## src/rtl/acl_pkg.sv

```systemverilog
// ----------------------------------------------------------------------------
// acl_pkg: shared types and constants
// Types, operation codes and controller/datapath links for the rule classifier.
// ----------------------------------------------------------------------------
`default_nettype none

package acl_pkg;

  // table depth; result fields are sized for 64 rules
  localparam int unsigned MAX_RULES = 64;
  localparam int unsigned AW = $clog2(MAX_RULES);

  localparam logic [7:0] PROTO_TCP = 8'd6;
  localparam logic [7:0] PROTO_UDP = 8'd17;

  typedef enum logic [1:0] {
    OP_CHECK  = 2'd0,
    OP_APPEND = 2'd1,
    OP_DELETE = 2'd2,
    OP_CLEAR  = 2'd3
  } op_e;

  typedef struct packed {
    logic [1:0]  operation;
    logic [63:0] src_addr_hi;
    logic [63:0] src_addr_lo;
    logic [63:0] dst_addr_hi;
    logic [63:0] dst_addr_lo;
    logic [7:0]  src_prefix_len;
    logic [7:0]  dst_prefix_len;
    logic [7:0]  protocol;
    logic [31:0] src_ports;
    logic [31:0] dst_ports;
    logic [1:0]  flags;
    logic [5:0]  rule_index;
  } req_t;

  typedef struct packed {
    logic       status;
    logic       permit;
    logic       deny_hit;
    logic [5:0] deny_index;
    logic [6:0] rules_held;
  } rsp_t;

  // one stored rule, one memory word
  typedef struct packed {
    logic [63:0] src_hi;
    logic [63:0] src_lo;
    logic [63:0] dst_hi;
    logic [63:0] dst_lo;
    logic [7:0]  src_len;
    logic [7:0]  dst_len;
    logic [7:0]  proto;
    logic        ports_en;
    logic        allow;
    logic [31:0] src_ports;
    logic [31:0] dst_ports;
  } rule_t;

  // controller -> datapath
  typedef struct packed {
    logic load;    // capture request
    logic rd_en;   // read rule at rd_addr
    logic wr_new;  // write request rule at wr_addr
    logic wr_mv;   // write last read rule at wr_addr
    logic cmp;     // compare last read rule
  } dp_cmd_t;

  // datapath -> controller
  typedef struct packed {
    logic match;   // registered rule matches packet
    logic deny;    // matched rule is a deny rule
  } dp_sts_t;

  function automatic logic [63:0] hi_mask(input logic [7:0] len);
    logic [7:0] l;
    l = (len > 8'd128) ? 8'd128 : len;
    if (l == 8'd0) return '0;
    if (l >= 8'd64) return '1;
    return ~64'd0 << (7'd64 - l[6:0]);
  endfunction

  function automatic logic [63:0] lo_mask(input logic [7:0] len);
    logic [7:0] l;
    l = (len > 8'd128) ? 8'd128 : len;
    if (l <= 8'd64) return '0;
    if (l >= 8'd128) return '1;
    return ~64'd0 << (8'd128 - l);
  endfunction

endpackage

`default_nettype wire

```

## src/rtl/acl_ctrl.sv

```systemverilog
// ----------------------------------------------------------------------------
// acl_ctrl: operation sequencer
// Runs check scans, appends, shifting deletes and clears; builds the result.
// ----------------------------------------------------------------------------
`default_nettype none

module acl_ctrl (
  input  wire logic                   clk_i,
  input  wire logic                   rst_ni,
  input  wire logic                   start,
  output logic                        busy,
  input  acl_pkg::req_t               req_i,
  input  wire logic [6:0]             limit_i,
  output acl_pkg::dp_cmd_t            cmd_o,
  output logic [acl_pkg::AW-1:0]      rd_addr_o,
  output logic [acl_pkg::AW-1:0]      wr_addr_o,
  input  acl_pkg::dp_sts_t            sts_i,
  output logic                        done_o,
  output acl_pkg::rsp_t               rsp_o
);
  import acl_pkg::*;

  localparam logic [AW:0] MAXR = (AW+1)'(MAX_RULES);

  typedef enum logic [2:0] {
    S_IDLE, S_RD, S_CMP, S_TEST, S_SHIFT, S_DONE
  } state_e;

  state_e       state_q;
  logic [AW:0]  cnt_q, idx_q;
  logic [1:0]   op_q;
  logic         status_q, hit_q;
  logic [AW-1:0] didx_q;
  logic [AW:0]  cap;
  logic         accept;

  assign accept = start && !busy;
  assign busy   = (state_q != S_IDLE);
  assign cap    = (32'(limit_i) > MAX_RULES) ? MAXR : (AW+1)'(limit_i);

  always_comb begin
    cmd_o     = '0;
    rd_addr_o = idx_q[AW-1:0];
    wr_addr_o = cnt_q[AW-1:0];
    cmd_o.load = accept;
    unique case (state_q)
      S_RD:    cmd_o.rd_en = 1'b1;
      S_CMP:   cmd_o.cmp   = 1'b1;
      S_TEST:  cmd_o.rd_en = (op_q == OP_DELETE);
      S_SHIFT: begin
        cmd_o.wr_mv = 1'b1;
        wr_addr_o   = AW'(idx_q - 1'b1);
        cmd_o.rd_en = 1'b1;
        rd_addr_o   = AW'(idx_q + 1'b1);
      end
      S_DONE:  cmd_o.wr_new = (op_q == OP_APPEND) && !status_q;
      default: ;
    endcase
  end

  always_ff @(posedge clk_i or negedge rst_ni) begin
    if (!rst_ni) begin
      state_q  <= S_IDLE;
      cnt_q    <= '0;
      idx_q    <= '0;
      op_q     <= OP_CHECK;
      status_q <= 1'b0;
      hit_q    <= 1'b0;
      didx_q   <= '0;
      done_o   <= 1'b0;
      rsp_o    <= '0;
    end else begin
      done_o <= 1'b0;
      unique case (state_q)
        S_IDLE: if (accept) begin
          op_q     <= req_i.operation;
          status_q <= 1'b0;
          hit_q    <= 1'b0;
          didx_q   <= '0;
          unique case (req_i.operation)
            OP_CHECK: begin
              idx_q   <= '0;
              state_q <= (cnt_q == '0) ? S_DONE : S_RD;
            end
            OP_APPEND: begin
              status_q <= (cnt_q >= cap);
              state_q  <= S_DONE;
            end
            OP_DELETE: begin
              if ((AW+1)'(req_i.rule_index) >= cnt_q) begin
                status_q <= 1'b1;
                state_q  <= S_DONE;
              end else begin
                idx_q   <= (AW+1)'(req_i.rule_index) + 1'b1;
                state_q <= S_TEST;
              end
            end
            default: state_q <= S_DONE;
          endcase
        end
        S_RD:  state_q <= S_CMP;
        S_CMP: state_q <= S_TEST;
        S_TEST: begin
          if (op_q == OP_CHECK) begin
            if (sts_i.match && sts_i.deny) begin
              hit_q   <= 1'b1;
              didx_q  <= idx_q[AW-1:0];
              state_q <= S_DONE;
            end else if (idx_q + 1'b1 >= cnt_q) begin
              state_q <= S_DONE;
            end else begin
              idx_q   <= idx_q + 1'b1;
              state_q <= S_RD;
            end
          end else begin
            // delete: first pull entry idx into the read register
            if (idx_q >= cnt_q) state_q <= S_DONE;
            else state_q <= S_SHIFT;
          end
        end
        S_SHIFT: begin
          // entry idx moves down to idx-1 while entry idx+1 is fetched
          state_q <= S_SHIFT;
          idx_q   <= idx_q + 1'b1;
          if (idx_q + 1'b1 >= cnt_q) state_q <= S_DONE;
        end
        S_DONE: begin
          logic [AW:0] n;
          n = cnt_q;
          unique case (op_q)
            OP_APPEND: if (!status_q) n = cnt_q + 1'b1;
            OP_DELETE: if (!status_q) n = cnt_q - 1'b1;
            OP_CLEAR:  n = '0;
            default: ;
          endcase
          cnt_q  <= n;
          done_o <= 1'b1;
          rsp_o  <= '{status: status_q, permit: (op_q == OP_CHECK) && !hit_q,
                      deny_hit: hit_q, deny_index: 6'(didx_q), rules_held: 7'(n)};
          state_q <= S_IDLE;
        end
        default: state_q <= S_IDLE;
      endcase
    end
  end

  a_cnt_range: assert property (@(posedge clk_i) disable iff (!rst_ni)
    32'(cnt_q) <= MAX_RULES) else $error("count overflow");
  a_done_pulse: assert property (@(posedge clk_i) disable iff (!rst_ni)
    done_o |=> !done_o) else $error("result held two cycles");
  a_done_idle: assert property (@(posedge clk_i) disable iff (!rst_ni)
    done_o |-> state_q == S_IDLE) else $error("result while busy");

endmodule

`default_nettype wire

```

## config.mk

```make
export PLATFORM = sky130hd
export DESIGN_NAME = acl_ctrl
export DESIGN_NICKNAME = d
export VERILOG_FILES = /design/src/rtl/acl_pkg.sv /design/src/rtl/acl_ctrl.sv
export SDC_FILE = /design/constraint.sdc
export NUM_CORES = 1
export LEC_CHECK = 0
export ABC_AREA = 0
export BUFFER_PORTS_ARGS = -buffer_cell sky130_fd_sc_hd__buf_2
export CAP_MARGIN = 10
export CORE_AREA = 8 8 151 153
export CTS_CLUSTER_DIAMETER = 100
export DETAILED_ROUTE_END_ITERATION = 6
export DIE_AREA = 0 0 159 161
export GPL_ROUTABILITY_DRIVEN = 0
export PLACE_DENSITY = 0.55
export SLEW_MARGIN = 0
export SYNTH_ARGS = -nofsm -noshare
export SYNTH_HDL_FRONTEND = slang
export SYNTH_SLANG_ARGS = --single-unit
```

## constraint.sdc

```tcl
create_clock -name clk_i -period 6.7 [get_ports clk_i]
set_clock_uncertainty 0.2 [all_clocks]
set_input_delay 0.67 -clock clk_i [delete_from_list [all_inputs] [get_ports clk_i]]
set_output_delay 0.67 -clock clk_i [all_outputs]
set_load 0.01 [all_outputs]
```

[After elaboration in Yosys (flattened, before gate mapping)]
Index checks and enable logic that the tools add are counted.
Storage, ports and cells
  flip-flop bits (word level): 37
  bits in latches: 0
  memory bits (writable): 0
  memory bits (read-only): 0
  input bits: 366
  logic and storage cells: 99
  memories kept: 0
Cells by class
  $add $sub $neg: 5
  $mul: 0
  divide/modulo/power cells: 0
  $lt $le $gt $ge: 5
  equal/unequal tests: 19
  shift operators: 0
  multiplexer cells: 38
  bitwise gates (word level): 0
  reductions and logical operators: 20
Operators with widths (number)
  7-bit two-way mux: 8
  7-bit case mux with 3 select lines: 2
  6-bit two-way mux: 5
  7-bit >= comparator: 3
  3-bit two-way mux: 6
  3-bit case mux with 5 select lines: 1
  7-bit by 1-bit adder with 7-bit output, second input constant: 2
  2-bit inequality test, second input constant: 7
  7-bit case mux with 2 select lines: 1
  6-bit case mux with 2 select lines: 1
  1-bit two-way mux: 10
  3-bit nonzero test: 3
  4-bit AND reduction: 2
  6-bit by 1-bit adder with 7-bit output, second input constant: 1
  6-bit by 7-bit >= comparator with 1-bit output: 1
  7-bit > comparator, second input constant: 1
  7-bit logical NOT: 1
  7-bit AND reduction: 1
  7-bit by 1-bit subtractor with 7-bit output, second input constant: 1
  2-bit equality test, second input constant: 3
  3-bit by 2-bit equality test with 1-bit output, second input constant: 2
  3-bit equality test, second input constant: 2
  1-bit case mux with 2 select lines: 3
  3-bit case mux with 2 select lines: 1
  other kinds (12): 19

[Logic depth before layout (Yosys ltp)]
  word-level depth: 6
  depth in mapped cells: 12

[Worst setup path after synthesis]
OpenSTA, ideal clock, no wires.
  kind: register to register
  start: reg idx_q[0]
  end: reg idx_q[1]
  library setup time: 124 ps
  arrival time: 2353 ps
  required time: 6376 ps
  slack: 4023 ps
  cell stages (with the launch flop): 12
  cells stage by stage: dfrtp_1 ha_1 nand3_1 xnor2_1 ha_1 a211oi_1 o21ai_0 o21ai_0 nand4_2 buf_6 a211oi_2 a21oi_2
On the way
  word-level cells in the longest chain between the ends: 5
Ends and longest elaborated chain
  from (decl): RTL line acl_ctrl.sv:30  | logic [AW:0] cnt_q, idx_q;
  from (signal assigned): RTL line acl_ctrl.sv:94  | idx_q <= (AW+1)'(req_i.rule_index) + 1'b1;
  from (signal assigned): RTL line acl_ctrl.sv:112  | idx_q <= idx_q + 1'b1;
  from (signal assigned): RTL line acl_ctrl.sv:124  | idx_q <= idx_q + 1'b1;
  7-bit by 1-bit adder with 7-bit output (*): RTL line acl_ctrl.sv:109, acl_ctrl.sv:112, acl_ctrl.sv:124
  parallel branches: the longest is 4 deep, another holds 7-bit >= comparator
Mark *: on every way between the ends. The select of a mux whose other input is x is not followed.
A chain may end at the register's enable or synchronous reset.

[Worst setup path after layout]
  start: reg idx_q[0]
  end: reg idx_q[3]
Same word-level chain as after synthesis.

==> results_dict.tcl <==
set metrics [dict create \
    status "completed" \
    core-area_sq_mm 0.02056 \
    synthTopCellsByArea "dfrtp_1, ha_1, nand2_1" \
    synthTopCellsByCount "nand2_1, ha_1, dfrtp_1, o21ai_0, nor2_1" \
    drive_above_1_share_pct 18.70 \
    synth_edf_count 0 \
    hp-class "flip-flop to flip-flop" \
    wirelength_um 9568 \
    synth_top_area_share_pct 31.13 \
    setup_viol 0 \
    cts_root_buffer "clkbuf_16" \
    design_power_total_mw 1.550 \
    portBuffers 54 \
    io_pins 401 \
    worstSetupEndpointType "flip-flop" \
    endpoint "idx_q[3]$_DFFE_PN0P_" \
    cp_top_family "compound AO/OA/AOI/OAI gates" \
    p_per_area_mw_per_mm2 422.6 \
    netlist_area_sq_mm 0.002974 \
    dpl.hpwl_um 7796 \
    grt_max_degree 38 \
    place_area_sq_mm 0.003496 \
    reg2reg_to "idx_q[3]$_DFFE_PN0P_" \
    hold_viol_final 0 \
    fmax_ghz 0.2990 \
    path_class "flip-flop to flip-flop" \
    synth_seq_cells 37 \
    hold_buffers 0 \
    cts_buffers 5 \
    synth_top_cell_by_area "dfrtp_1" \
    cp.depth 9 \
    antenna_found_initial 0 \
    synth-compound-area-share_pct 18.22 \
    path_clk_slew_ns 0.06 \
    slowest_delay_ns 0.50 \
    r2r_start "idx_q[0]$_DFFE_PN0P_" \
    ys_seq_area_share_pct 31.13 \
    synth.net_count 760 \
    via_per_inst 3.861 \
    cts_resized 0 \
    place_inst 668 \
    cap_violations 0 \
    cts_tree "done" \
    slowest_stage "dfrtp_1" \
    vias 2610 \
    final_net_count 805 \
    drt_pass1_iterations 5 \
    tightestPinTransition_ns 0.8630 \
    synth_fa_ha_area_share_pct 17.00 \
    stdcell_count 676 \
    worstPathRequired_ns 6.66 \
    area_growth_pct 23.35 \
    synth_top_family_by_area "simple AND/OR/NAND/NOR gates" \
    grt.total_usage_pct 7.437 \
    rsz0062_at_grt "no" \
    slew_headroom_pct 42.47 \
    cts_max_path_buffers 2 \
    drcViolationCount 0 \
    crit_start "idx_q[0]$_DFFE_PN0P_" \
    cp.buffers_inverters 0 \
    use_met1_pct 10.50 \
    dieArea_sq_mm 0.02560 \
    cts_setup_buffers 0 \
    dieHeight_um 161 \
    yosysMostFrequentCell "nand2_1" \
    setup_slack_ns 3.356 \
    ant_nets 0 \
    fin_crit_sh_pct 49.92 \
    ir_drop_v 0.0001596 \
    start_util_pct 14.47 \
    start_kind "flip-flop" \
    htreeDepth 2 \
    cts.sink_count 37 \
    num_rows 53 \
    p_leak_nw 1.776 \
    synth_cell_type_count 55 \
    grt_overflow 0 \
    n_antenna_cell 0 \
    syn_area_per_cell_sq_um 8.378 \
    synth_xor_xnor_area_share_pct 6.184 \
    synthMuxAreaShare_pct 1.094 \
    crit_path_cell_trace "ha_1 -> nand3_1 -> xnor2_1 -> ha_1 -> a211oi_1 -> o21ai_0 -> o21ai_0 -> nand4_2 -> mux2_2" \
    die_w_um 159 \
    synth-warning-count 0 \
    cp.arrival_ns 3.31 \
    ys.flop_type "dfrtp_1" \
    r2r_cells 9 \
    synthArstFlopShare_pct 100.0 \
    syn_inst 355 \
    grt_pass1_wl_um 15290 \
    wl_per_cell_um 14.15 \
    setup_tns_ns 0 \
    met2_usage_pct 11.60 \
    rrSetupSlack_ns 3.36 \
    clock_insertion_delay_worst_skew_ns 0.28 \
    final_cell_area_sq_mm 0.003669 \
    synth_simple_gate_area_share_pct 20.40 \
    pre_cts_slack_ns 3.406 \
    first_iter_violations 143 \
    drv_slew 0 \
    globalRouteMet3Util_pct 1.502 \
    cp_max_fo 12 \
    fin_crit_ns 3.344 \
    busiest_layer "met2" \
    first_global_vias 2694 \
]
state kept, by name (all words and copies together) (netlist names):
signal and flops:
rsp_o 9, cnt_q 7, idx_q 7, didx_q 6, state_q 3, op_q 2, done_o 1, hit_q 1
status_q 1
worst min-delay path by stage:
stage,startpoint,endpoint,slack (ns),cells past startpoint
after global placement,didx_q[4]$_DFFE_PN0P_,rsp_o[11]$_DFFE_PN0P_,0.25,2
after detailed placement,didx_q[1]$_DFFE_PN0P_,rsp_o[8]$_DFFE_PN0P_,0.26,2
after floorplan,rst_ni,cnt_q[0]$_DFFE_PN0P_,0.17,0
after CTS,didx_q[1]$_DFFE_PN0P_,rsp_o[8]$_DFFE_PN0P_,0.28,2
after global routing,rsp_o[12]$_DFFE_PN0P_,rsp_o[12]$_DFFE_PN0P_,0.29,2
final,didx_q[1]$_DFFE_PN0P_,rsp_o[8]$_DFFE_PN0P_,0.27,2
metal layers:
metal | vias to the layer above | part of all wire (%)
li1 | 1333 | -
met1 | 1222 | 51
met2 | 47 | 44
met3 | 8 | 4.0
met4 | 0 | 0.62
met5 | - | 0
stage by stage:
step	hold slack [ns]	util (%)
after global placement	0.2546	17.01
final	0.2671	17.85
after floorplan	0.1744	-
after detailed placement	0.2617	17.01
after global routing	0.2887	17.85
after CTS	0.2764	17.85
report_power, final:
part	leakage [nW]	switching, mW	internal [mW]
Combinational	1.20	0.493	0.339
Sequential	0.488	0.144	0.297
Clock	0.0841	0.0909	0.186
Total	1.78	0.728	0.822
cell type report:
| class | count | area (sq um) |
|---|---|---|
| Inverter | 22 | 85.08 |
| Tap cell | 275 | 344.1 |
| Fill cell | 2369 | 16890 |
| Sequential cell | 37 | 925.9 |
| Multi-Input combinational cell | 280 | 1871 |
| Clock buffer | 7 | 142.6 |
| Clock inverter | 1 | 30.03 |
| Timing Repair Buffer | 54 | 270.3 |
kinds of logic (layout without fill, tap and decap cells):
kind of cell / count (synthesis) / after routing
AO/OA/AOI/OAI: 83 / 83
XOR/XNOR: 21 / 21
adder cells (fa/ha/maj): 40 / 40
buffers and inverters: 38 / 84
flip-flops: 37 / 37
multiplexers: 3 / 3
AND/OR/NAND/NOR: 133 / 133
worst min-delay path: cells and delay by family, from the launching register on:
kind / cells / cell delay, ns
DFF: 1 / 0.34
and+or+nand+nor: 2 / 0.10
cell usage in the layout, fill, tap and decap left out, types with 4 or more instances in the layout:
cell type / n
nand2_1: 71
buf_2: 54
ha_1: 38
dfrtp_1: 37
o21ai_0: 28
nor2_1: 19
inv_1: 18
a21oi_1: 16
xor2_1: 14
nor3_1: 10
nand3_1: 7
xnor2_1: 7
a211oi_1: 7
a21o_1: 7
o31ai_1: 5
clkbuf_16: 5
nor2b_1: 4
Power figures use the tool's default switching activity.
